### src/sv/ppt_pkg.sv
`timescale 1ns / 1ps
// ----------------------------------------------------------------------------
// ppt_pkg
// Types, constants and helpers shared by the peer pointer table.
// ----------------------------------------------------------------------------
package ppt_pkg;

   // Table sizing
   localparam int MAX_PEERS = 16;
   localparam int IDX_W     = (MAX_PEERS > 1) ? $clog2(MAX_PEERS) : 1;
   localparam int CNT_W     = $clog2(MAX_PEERS + 1);

   // Get-all never returns more than this many entries
   localparam logic [4:0] OUT_LIMIT = 5'd16;

   localparam logic [47:0] TIMEOUT_RESET = 48'd5000000;

   // Opcodes
   localparam logic [2:0] OP_MOVE   = 3'd0;
   localparam logic [2:0] OP_HIDE   = 3'd1;
   localparam logic [2:0] OP_EXPIRE = 3'd2;
   localparam logic [2:0] OP_GET    = 3'd3;
   localparam logic [2:0] OP_ALL    = 3'd4;

   // Result status codes
   localparam logic [1:0] STAT_ENTRY      = 2'd0;
   localparam logic [1:0] STAT_NOT_FOUND  = 2'd1;
   localparam logic [1:0] STAT_NO_VISIBLE = 2'd2;

   typedef struct packed {
      logic [2:0]         opcode;
      logic [31:0]        peer_id;
      logic signed [15:0] pos_x;
      logic signed [15:0] pos_y;
      logic [47:0]        timestamp;
      logic [4:0]         get_limit;
   } req_type;

   typedef struct packed {
      logic [1:0]         status;
      logic [31:0]        out_peer_id;
      logic signed [15:0] out_x;
      logic signed [15:0] out_y;
      logic [47:0]        last_updated;
      logic               visible;
      logic               last;
   } rsp_type;

   // One table entry as stored in memory
   typedef struct packed {
      logic [31:0]        peer_id;
      logic signed [15:0] pos_x;
      logic signed [15:0] pos_y;
      logic [47:0]        stamp;
      logic               visible;
   } entry_type;

   localparam int ENTRY_W = $bits(entry_type);

   typedef enum logic [2:0] {
      S_IDLE,
      S_READ,
      S_CHECK,
      S_PUT,
      S_FINISH
   } state_type;

   typedef enum logic [2:0] {
      MODE_LOOKUP,
      MODE_SHIFT,
      MODE_HIDE,
      MODE_EXPIRE,
      MODE_GET,
      MODE_ALL
   } mode_type;

   // Build a result from a stored entry
   function automatic rsp_type entry_to_rsp(entry_type e, logic fin);
      rsp_type r;
      r.status       = STAT_ENTRY;
      r.out_peer_id  = e.peer_id;
      r.out_x        = e.pos_x;
      r.out_y        = e.pos_y;
      r.last_updated = e.stamp;
      r.visible      = e.visible;
      r.last         = fin;
      return r;
   endfunction

   // Build a single empty result carrying a status and an id
   function automatic rsp_type empty_rsp(logic [1:0] stat, logic [31:0] id);
      rsp_type r;
      r.status       = stat;
      r.out_peer_id  = id;
      r.out_x        = '0;
      r.out_y        = '0;
      r.last_updated = '0;
      r.visible      = 1'b0;
      r.last         = 1'b1;
      return r;
   endfunction

endpackage

### src/sv/ppt_ram.sv
`timescale 1ns / 1ps
// ----------------------------------------------------------------------------
// ppt_ram
// Generic single-write, single-read RAM with a registered read port.
// ----------------------------------------------------------------------------
module ppt_ram #(
   parameter int WIDTH = 8,
   parameter int DEPTH = 16
) (
   input  logic                                          clock,
   input  logic                                          wr_en,
   input  logic [((DEPTH > 1) ? $clog2(DEPTH) : 1)-1:0]  wr_addr,
   input  logic [WIDTH-1:0]                              wr_data,
   input  logic                                          rd_en,
   input  logic [((DEPTH > 1) ? $clog2(DEPTH) : 1)-1:0]  rd_addr,
   output logic [WIDTH-1:0]                              rd_data
);

   logic [WIDTH-1:0] mem [DEPTH];
   logic [WIDTH-1:0] rd_data_ff;

   // Write port
   always_ff @(posedge clock) begin
      if (wr_en) begin
         mem[wr_addr] <= wr_data;
      end
   end

   // Read port, data held until the next read
   always_ff @(posedge clock) begin
      if (rd_en) begin
         rd_data_ff <= mem[rd_addr];
      end
   end

   assign rd_data = rd_data_ff;

endmodule

### src/sv/peer_pointer_table_with_aging.sv
`timescale 1ns / 1ps
// ----------------------------------------------------------------------------
// peer_pointer_table_with_aging
// Insertion-ordered table of remote pointers with move, hide-all, expire,
// get-one and get-all-visible operations. Entries live in one RAM; a
// sequencer walks them with read-modify-write steps.
// ----------------------------------------------------------------------------
//  channel   direction  handshake            payload
//  req       in         req_valid/req_ready  req_data (req_type)
//  rsp       out        rsp_valid/rsp_ready  rsp_data (rsp_type)
//  csr       in         csr_wr_en            csr_wr_data (timeout, 48 bit)
//
//  A request is accepted in S_IDLE; each scanned entry takes a RAM read
//  (S_READ) and a check/write back (S_CHECK). A move hit rewrites the entry in
//  place; a miss scans all entries, shifts each entry down a slot if full,
//  then appends in S_PUT. Hide-all and expire scan all entries; get and
//  get-all end with a result in S_FINISH. Sync reset empties the table and
//  restores the default timeout, no clearing pass. A full rsp register stalls get/get-all emits.
// ----------------------------------------------------------------------------
module peer_pointer_table_with_aging
   import ppt_pkg::*;
(
   input  logic        clock,
   input  logic        reset,
   input  logic        req_valid,
   output logic        req_ready,
   input  req_type     req_data,
   output logic        rsp_valid,
   input  logic        rsp_ready,
   output rsp_type     rsp_data,
   input  logic        csr_wr_en,
   input  logic [47:0] csr_wr_data
);

   state_type         state_ff,   state_in;
   mode_type          mode_ff,    mode_in;
   req_type           req_ff,     req_in;
   logic [CNT_W-1:0]  idx_ff,     idx_in;
   logic [CNT_W-1:0]  count_ff,   count_in;
   logic [47:0]       timeout_ff;
   entry_type         pend_ff,    pend_in;
   logic              pend_vld_ff, pend_vld_in;
   logic [4:0]        sel_ff,     sel_in;
   logic [4:0]        limit_ff,   limit_in;
   rsp_type           rsp_ff,     rsp_in;
   logic              rsp_vld_ff, rsp_vld_in;

   // RAM ports
   logic              ram_wr_en;
   logic [IDX_W-1:0]  ram_wr_addr;
   entry_type         ram_wr_data;
   logic              ram_rd_en;
   logic [IDX_W-1:0]  ram_rd_addr;
   entry_type         ram_rd_data;

   logic              slot_free;
   logic              last_idx;
   logic              take;
   logic [CNT_W-1:0]  idx_next;
   logic [47:0]       age;
   entry_type         new_entry;

   ppt_ram #(
      .WIDTH (ENTRY_W),
      .DEPTH (MAX_PEERS)
   ) u_ram (
      .clock   (clock),
      .wr_en   (ram_wr_en),
      .wr_addr (ram_wr_addr),
      .wr_data (ram_wr_data),
      .rd_en   (ram_rd_en),
      .rd_addr (ram_rd_addr),
      .rd_data (ram_rd_data)
   );

   // Shared terms
   assign slot_free = !rsp_vld_ff || rsp_ready;
   assign last_idx  = (idx_ff == count_ff - CNT_W'(1));
   assign idx_next  = idx_ff + CNT_W'(1);
   assign age       = req_ff.timestamp - ram_rd_data.stamp;
   assign take      = ram_rd_data.visible && (sel_ff < limit_ff);

   always_comb begin
      new_entry.peer_id = req_ff.peer_id;
      new_entry.pos_x   = req_ff.pos_x;
      new_entry.pos_y   = req_ff.pos_y;
      new_entry.stamp   = req_ff.timestamp;
      new_entry.visible = 1'b1;
   end

   assign req_ready = (state_ff == S_IDLE);
   assign rsp_valid = rsp_vld_ff;
   assign rsp_data  = rsp_ff;

   // Sequencer: next state, RAM accesses and result generation
   always_comb begin
      state_in    = state_ff;
      mode_in     = mode_ff;
      req_in      = req_ff;
      idx_in      = idx_ff;
      count_in    = count_ff;
      pend_in     = pend_ff;
      pend_vld_in = pend_vld_ff;
      sel_in      = sel_ff;
      limit_in    = limit_ff;
      rsp_in      = rsp_ff;
      rsp_vld_in  = rsp_vld_ff && !rsp_ready;
      ram_wr_en   = 1'b0;
      ram_wr_addr = idx_ff[IDX_W-1:0];
      ram_wr_data = ram_rd_data;
      ram_rd_en   = 1'b0;
      ram_rd_addr = idx_ff[IDX_W-1:0];

      unique case (state_ff)
         S_IDLE: begin
            if (req_valid) begin
               req_in      = req_data;
               idx_in      = '0;
               pend_vld_in = 1'b0;
               sel_in      = '0;
               limit_in    = (req_data.get_limit > OUT_LIMIT) ? OUT_LIMIT
                                                               : req_data.get_limit;
               unique case (req_data.opcode)
                  OP_MOVE: begin
                     mode_in  = MODE_LOOKUP;
                     state_in = (count_ff == '0) ? S_PUT : S_READ;
                  end
                  OP_HIDE: begin
                     mode_in  = MODE_HIDE;
                     state_in = (count_ff == '0) ? S_IDLE : S_READ;
                  end
                  OP_EXPIRE: begin
                     mode_in  = MODE_EXPIRE;
                     state_in = (count_ff == '0) ? S_IDLE : S_READ;
                  end
                  OP_GET: begin
                     mode_in  = MODE_GET;
                     state_in = (count_ff == '0) ? S_FINISH : S_READ;
                  end
                  OP_ALL: begin
                     mode_in  = MODE_ALL;
                     state_in = (count_ff == '0) ? S_FINISH : S_READ;
                  end
                  default: begin
                     state_in = S_IDLE;
                  end
               endcase
            end
         end

         // Issue the RAM read; shifting reads the entry above the write slot
         S_READ: begin
            ram_rd_en   = 1'b1;
            ram_rd_addr = (mode_ff == MODE_SHIFT) ? idx_next[IDX_W-1:0]
                                                  : idx_ff[IDX_W-1:0];
            state_in    = S_CHECK;
         end

         S_CHECK: begin
            unique case (mode_ff)
               MODE_LOOKUP: begin
                  if (ram_rd_data.peer_id == req_ff.peer_id) begin
                     ram_wr_en   = 1'b1;
                     ram_wr_data = new_entry;
                     state_in    = S_IDLE;
                  end else if (last_idx) begin
                     if (count_ff < CNT_W'(MAX_PEERS) || MAX_PEERS == 1) begin
                        state_in = S_PUT;
                     end else begin
                        mode_in  = MODE_SHIFT;
                        idx_in   = '0;
                        state_in = S_READ;
                     end
                  end else begin
                     idx_in   = idx_next;
                     state_in = S_READ;
                  end
               end

               // Evict the oldest entry by moving each one down a slot
               MODE_SHIFT: begin
                  ram_wr_en   = 1'b1;
                  ram_wr_data = ram_rd_data;
                  if (idx_ff == CNT_W'(MAX_PEERS - 2)) begin
                     state_in = S_PUT;
                  end else begin
                     idx_in   = idx_next;
                     state_in = S_READ;
                  end
               end

               MODE_HIDE, MODE_EXPIRE: begin
                  ram_wr_en   = 1'b1;
                  ram_wr_data = ram_rd_data;
                  if (mode_ff == MODE_HIDE || age > timeout_ff) begin
                     ram_wr_data.visible = 1'b0;
                  end
                  if (last_idx) begin
                     state_in = S_IDLE;
                  end else begin
                     idx_in   = idx_next;
                     state_in = S_READ;
                  end
               end

               MODE_GET: begin
                  if (ram_rd_data.peer_id == req_ff.peer_id) begin
                     pend_in     = ram_rd_data;
                     pend_vld_in = 1'b1;
                     state_in    = S_FINISH;
                  end else if (last_idx) begin
                     state_in = S_FINISH;
                  end else begin
                     idx_in   = idx_next;
                     state_in = S_READ;
                  end
               end

               // Hold one selected entry back so the final one can carry last
               MODE_ALL: begin
                  if (!(take && pend_vld_ff && !slot_free)) begin
                     if (take) begin
                        if (pend_vld_ff) begin
                           rsp_in     = entry_to_rsp(pend_ff, 1'b0);
                           rsp_vld_in = 1'b1;
                        end
                        pend_in     = ram_rd_data;
                        pend_vld_in = 1'b1;
                        sel_in      = sel_ff + 5'd1;
                     end
                     if (last_idx || (take && (sel_ff + 5'd1 == limit_ff))) begin
                        state_in = S_FINISH;
                     end else begin
                        idx_in   = idx_next;
                        state_in = S_READ;
                     end
                  end
               end

               default: begin
                  state_in = S_IDLE;
               end
            endcase
         end

         // Write the moved peer: append, or the top slot after eviction
         S_PUT: begin
            ram_wr_en   = 1'b1;
            ram_wr_data = new_entry;
            if (count_ff < CNT_W'(MAX_PEERS)) begin
               ram_wr_addr = count_ff[IDX_W-1:0];
               count_in    = count_ff + CNT_W'(1);
            end else begin
               ram_wr_addr = IDX_W'(MAX_PEERS - 1);
            end
            state_in = S_IDLE;
         end

         // Final result of get or get-all
         S_FINISH: begin
            if (slot_free) begin
               rsp_vld_in = 1'b1;
               if (pend_vld_ff) begin
                  rsp_in = entry_to_rsp(pend_ff, 1'b1);
               end else if (mode_ff == MODE_GET) begin
                  rsp_in = empty_rsp(STAT_NOT_FOUND, req_ff.peer_id);
               end else begin
                  rsp_in = empty_rsp(STAT_NO_VISIBLE, 32'd0);
               end
               state_in = S_IDLE;
            end
         end

         default: begin
            state_in = S_IDLE;
         end
      endcase
   end

   // Control registers
   always_ff @(posedge clock) begin
      if (reset) begin
         state_ff    <= S_IDLE;
         count_ff    <= '0;
         pend_vld_ff <= 1'b0;
         rsp_vld_ff  <= 1'b0;
      end else begin
         state_ff    <= state_in;
         count_ff    <= count_in;
         pend_vld_ff <= pend_vld_in;
         rsp_vld_ff  <= rsp_vld_in;
      end
   end

   // Timeout register
   always_ff @(posedge clock) begin
      if (reset) begin
         timeout_ff <= TIMEOUT_RESET;
      end else if (csr_wr_en) begin
         timeout_ff <= csr_wr_data;
      end
   end

   // Payload registers
   always_ff @(posedge clock) begin
      mode_ff  <= mode_in;
      req_ff   <= req_in;
      idx_ff   <= idx_in;
      pend_ff  <= pend_in;
      sel_ff   <= sel_in;
      limit_ff <= limit_in;
      rsp_ff   <= rsp_in;
   end

endmodule
### config.mk
export PLATFORM = sky130hd
export DESIGN_NAME = peer_pointer_table_with_aging
export DESIGN_NICKNAME = d
export VERILOG_FILES = /design/src/sv/ppt_pkg.sv /design/src/sv/ppt_ram.sv /design/src/sv/peer_pointer_table_with_aging.sv
export SDC_FILE = /design/constraint.sdc
export NUM_CORES = 2
export LEC_CHECK = 0
export ABC_AREA = 1
export BUFFER_PORTS_ARGS = -buffer_cell sky130_fd_sc_hd__buf_4
export CAP_MARGIN = 15
export CORE_AREA = 10 10 450 452
export DETAILED_ROUTE_END_ITERATION = 16
export DIE_AREA = 0 0 460 462
export HOLD_SLACK_MARGIN = 0.12
export PLACE_DENSITY = 0.63
export SLEW_MARGIN = 10
export SYNTH_ARGS = -nofsm -noshare
export SYNTH_HDL_FRONTEND = slang
export SYNTH_SLANG_ARGS = --single-unit
### constraint.sdc
create_clock -name clock -period 14.5 [get_ports clock]
set_input_delay 0 -clock clock [delete_from_list [all_inputs] [get_ports clock]]
set_output_delay 0 -clock clock [all_outputs]
set_load 0.01 [all_outputs]
[After elaboration in Yosys (flattened, before gate mapping)]
Memory sizes are Yosys's and may differ from the RTL's. A register that Yosys moved wholly into a read port is not among the register bits.
Cells that the tools add are included.
Widths: inputs -> output; s select.
Cells by class
  magnitude comparators: 4
  equality and inequality tests: 41
  $add $sub $neg: 5
  reduce and logical (&&, ||, !) cells: 31
  mux-type cells: 77
Operators with widths (count)
  $mux 116: 7
  $pmux 113 s2: 3
  $mux 113: 4
  $pmux 116 s2: 1
  $mux 5: 12
  $gt 48x48->1: 1
  $sub 48x48->48: 1
  $mux 3: 14
  $eq 32x32->1: 1
  $pmux 3 s5: 2
  $pmux 5 s5: 1
  $ne 2x2->1 const B: 12
  $ne 3x3->1 const B: 8
  $pmux 5 s2: 2
  $eq 3x2->1 const B: 6
  $mux 1: 16
  $mux 4: 4
  $add 5x1->5 const B: 3
  $eq 3x3->1 const B: 4
  $pmux 3 s4: 1
  $reduce_and 6->1: 2
  $eq 5x5->1: 2
  $pmux 1 s2: 5
  $reduce_and 5->1: 2
  25 further kinds: 44
Word-level totals
  flip-flop bits (word level): 417
  memory bits (writable): 1808
  bits of input ports: 173
  memories: 1
  logic and storage cells: 184
Memory list
  u_ram.mem: depth 16, width 113, rd ports 1, clocked after memory_dff 1, wr ports 1, line ppt_ram.sv:19  | logic [WIDTH-1:0] mem [DEPTH];

[Longest topological paths before layout]
  depth after elaboration: 8
  mapped depth: 28

[By module]
Synthesis repeated with hierarchy kept, for this count alone.
Unflattened totals
  cell total of the unflattened synthesis: 9799
  area total of the unflattened synthesis: 102379.4 µm²
Modules (own cells, without submodules)
  ppt_ram: times used 1, area each 80649.8 µm², cells each 7412
  peer_pointer_table_with_aging: times used 1, area each 21729.6 µm², cells each 2387

[Worst setup path before layout]
Ideal clock, no wire load.
  path type: register -> register
  from: register sel_ff[2]
  to: register rsp_ff (netlist bit rsp_data[0]) (enable)
  buffers on the path: 0
  stages on the path, launching flop included: 10
  data arrival time: 9.704 ns
  slack: 4.033 ns
  period minus slack after synthesis: 10.467 ns
  cell sequence: edfxtp_1 > ha_1 > nand2_1 > nor2_1 > nand2_1 > nand3_1 > nor2_1 > nand3_1 > a21oi_1 > a211oi_1
On the way
  longest elaborated chain between the ends: 6
RTL lines
  start: declaration: line peer_pointer_table_with_aging.sv:43  | logic [4:0] sel_ff, sel_in;
  start signal: assignment: line peer_pointer_table_with_aging.sv:310  | sel_ff <= sel_in;
  $lt 5x5->1 *: line peer_pointer_table_with_aging.sv:81  | assign take = ram_rd_data.visible && (sel_ff < limit_ff);
  $logic_and 1x1->1 *: line peer_pointer_table_with_aging.sv:81
  $logic_and 1x1->1 (2 in series): line peer_pointer_table_with_aging.sv:221  | if (!(take && pend_vld_ff && !slot_free)) begin
  $ne 2x2->1 (no line)
  $reduce_and 6->1 (no line) *
  end signal: assignment: line peer_pointer_table_with_aging.sv:312  | rsp_ff <= rsp_in;
  end: declaration: line peer_pointer_table_with_aging.sv:45  | rsp_type rsp_ff, rsp_in;
Mark *: on every way between the ends. The rest lies on a longest branch, timed or not.
A chain may end at the register's enable or synchronous reset.

[Worst setup path in the final report]
  from: register u_ram.rd_data_ff[85] (netlist: u_ram.rd_data[85]) (read register of u_ram.mem)
  to: memory u_ram.mem[12][80] (netlist bit) (enable)
On the way
  longest elaborated chain between the ends: 6
RTL lines
  start: declaration: line ppt_ram.sv:20  | logic [WIDTH-1:0] rd_data_ff;
  $eq 32x32->1: line peer_pointer_table_with_aging.sv:162  | if (ram_rd_data.peer_id == req_ff.peer_id) begin
  $mux 1: line peer_pointer_table_with_aging.sv:162
  $pmux 1 s2: line peer_pointer_table_with_aging.sv:160  | unique case (mode_ff)
  $pmux 1 s2: line peer_pointer_table_with_aging.sv:114  | unique case (state_ff)
  $mux 1: line ppt_ram.sv:24  | if (wr_en) begin
  $mux 1 (implied by the code): line ppt_ram.sv:25  | mem[wr_addr] <= wr_data;
  end: declaration: line ppt_ram.sv:19
Every way passes these cells.

==> summary.txt <==
Critical path
  • FF-to-FF Start: u_ram.rd_data[85]
  • R2R cell count: 13
  • R2r setup slk: 8880 ps
  • CP endpoint kind: flip-flop
  • Worst r2r dst: u_ram.mem[12][80]
  • Crit path DAT: 6110 ps
  • Worst Path Class, Setup: flip-flop to flip-flop
  • CP max FO: 36
  • Startpoint Class: flip-flop
  • Critical path required time: 14990 ps

Drt
  • Drt pass-1 iters: 8
  • Initial DRC Count: 8231
  • Wire length per cell: 26.44 um
  • Routed WL: 287300 um
  • DR vias: 65919
  • Via density: 6.066
  • DRC Markers: 0
  • Routed Antenna Nets: 0

CTS
  • Post-CTS setup buffer count: 0
  • CTS tree: built
  • Post-CTS sizing: 0
  • Root buffer cell: clkbuf_16
  • Clk slew on worst S/H paths: 60 ps
  • # H-tree levels: 4
  • Clock Path Buffers: 3
  • CTS buffer count: 226
  • CTS Sinks: 2338
  • Skew-Pair Late Insertion Delay: 890 ps
  • Hold-fix buffers, CTS: 408

Pwr
  • Leak pwr: 38.14 nW
  • Cell Pwr Density: 131.3 mW/mm2
  • VDD IR max: 0.0001340 V

Cells and area
  • Reg area: 0.06963 mm2
  • Final nets: 8409
  • Proportion of layout cells with a drive suffix above 1: 9.424%
  • Area Growth Syn to Fin: 16.84%
  • Area occupied by multi-input gates: 0.02315 mm2
  • Fill count: 15088

Yosys
  • Yosys top cell area share: 71.31%
  • Post-synthesis cell area: 0.09601 mm2
  • FF+latch count, synth: 2338
  • Count leader, synth: edfxtp_1
  • Yosys warns: 0
  • Top cells by area, synth: edfxtp_1 (71%), o21ai_0 (5.1%), nor2_1 (4.2%)
  • Cell count after synthesis: 7537
  • Register area share after synthesis: 72.52%
  • Post-synth EDFFs: 2280
  • Distinct cell type count of the synthesized netlist: 44
  • Commonest cells post-synth: edfxtp_1 (2280), nor2_1 (1072), o21ai_0 (981)
  • Synthesized area per cell: 12.74 um2
  • Post-synth top area cell: edfxtp_1
  • Asr flop ratio synth: 0%
  • Syn Nets: 7818
  • Ys flop type: edfxtp_1

Hold path
  • HP Start: req_data[117]
  • WHS Endpoint: mode_ff[0]
  • Hold Crit Depth: 5
  • Min-delay worst type: input port to flip-flop

Timing
  • Max Freq: 178.1 MHz
  • Slew Limit Headroom: 15.31%
  • Setup tns final: 0 ps
  • Final Skew: 41.37 ps
  • PnR worst setup slack: 8885 ps
  • Fin crit share: 38.73%
  • RSZ-0062 raised after global routing: false
  • Worst slew pin tran: 1270 ps
  • Final setup fails: 0
  • Final Critical Period: 5615 ps
  • Count of final hold-check violations: 0
  • Fin. max-slew vios: 0

Die
  • Cell Rows: 162
  • Chip height: 462 um
  • Die area: 0.2125 mm2
  • Core area: 0.1938 mm2
  • Chip Width: 460 um
  • Ports: 291
  • Initial Util: 49.55%

Placed design
  • Worst slack, placed: 8971 ps
  • PortBufs: 290
  • HPWL after DPL: 147000 um
  • GPL Wtd Cong: 0.9133

Global route
  • Largest net degree at the start of global routing: 232
  • Antenna violations before repair: 16
  • GRT overflow: 0
  • Vias in the first global route: 63725
  • Gr usage total: 26.09%
  • First-pass GRT wire length: 417200 um

Flow run
  • Max Cap Violations: 0

Outcome
  • Status: finished, final reports clean
==> sequential cells by signal, summed over array words and instances, names as in the netlist <==
name and cells:
sel_ff 5, state_ff 3, count_ff 5, idx_ff 5
pend_vld_ff 1, u_ram.rd_data 113, u_ram.mem 1808, limit_ff 5
new_entry 112, rsp_valid 1, rsp_data 116, mode_ff 3
pend_ff 113, timeout_ff 48
==> layer usage <==
| metal | share of wire, % | track usage, % | vias to the layer above |
|---|---|---|---|
| met2 | 46 | 41.44 | 3456 |
| met3 | 9.8 | 5.528 | 588 |
| met4 | 3.8 | 10.10 | 6 |
| met1 | 40 | 35.36 | 32777 |
| met5 | 0.011 | 0 | - |
| li1 | - | - | 29092 |
==> per-stage QoR <==
stage	utilization (%)	instance area (um2)	cells	power, W	hold slack [ps]
detailed placement	51.87	100500	10007	0.008883	179.6
global route	57.89	112200	10866	0.01518	197.5
finish	57.89	112200	10867	0.01473	209.3
global placement	51.85	100500	10005	0.008856	177.9
CTS	57.75	111900	10834	0.01475	127.4
floorplan	-	96010	7537	0.008463	98.87
==> cell usage in the layout, fill, tap and decap left out, drive strengths merged, types with 64 or more instances in the layout <==
| cell | count |
|---|---|
| dlygate4sd3 | 408 |
| o22ai | 98 |
| o211ai | 274 |
| o21bai | 97 |
| nand2 | 700 |
| clkinv | 104 |
| nand3 | 264 |
| o21ai | 1125 |
| inv | 371 |
| nor3 | 64 |
| buf | 419 |
| ha | 107 |
| clkbuf | 287 |
| nor2 | 1074 |
| o221ai | 273 |
| edfxtp | 2280 |
| a21oi | 155 |
==> area by class of cell <==
type	instances	area share [%]
sequential	2338	62.07
multi-input combinational	4364	20.64
timing repair buffer	831	6.659
clock buffer	283	5.288
tap	2542	2.835
inverter	367	1.267
clock inverter	136	1.230
antenna	6	0.01338
==> worst max-delay path: stages, from the launching register on <==
cell and delay (ps):
edfxtp_1 490, xnor2_1 190, nand2_1 70, nor2_1 200, nand2_1 120, nor2_1 550
nand2_4 370, nand2_1 140, nand3_1 70, nand2_1 150, nand3_1 330, nor2_4 940
buf_4 760, buf_4 760
==> logic make-up after synthesis <==
family	share of synthesized area, %
AO/OA/AOI/OAI	12.95
XOR/XNOR	0.6659
adder cells (fa/ha/maj)	1.415
buffers and inverters	3.594
flip-flops	72.52
AND/OR/NAND/NOR	8.851
==> worst max-delay path by stage <==
| stage | start | endpoint | slack, ps | cells after the start |
|---|---|---|---|---|
| floorplan | sel_ff[2] | rsp_data[0] | 4030 | 9 |
| finish | u_ram.rd_data[85] | u_ram.mem[12][80] | 8880 | 13 |
| global placement | u_ram.rd_data[85] | u_ram.mem[12][89] | 9010 | 13 |
| CTS | u_ram.rd_data[85] | u_ram.mem[12][80] | 8960 | 13 |
| global route | state_ff[1] | u_ram.rd_data[89] | 8660 | 13 |
| detailed placement | u_ram.rd_data[85] | u_ram.mem[12][89] | 8970 | 13 |
==> where the power goes <==
group          total [W]  switching (W)  internal (W)
Combinational    0.00135       0.000904      0.000446
Clock            0.00586        0.00255       0.00331
Sequential       0.00752      0.0000562       0.00747
Note: power is estimated with default switching activity, not from simulation.
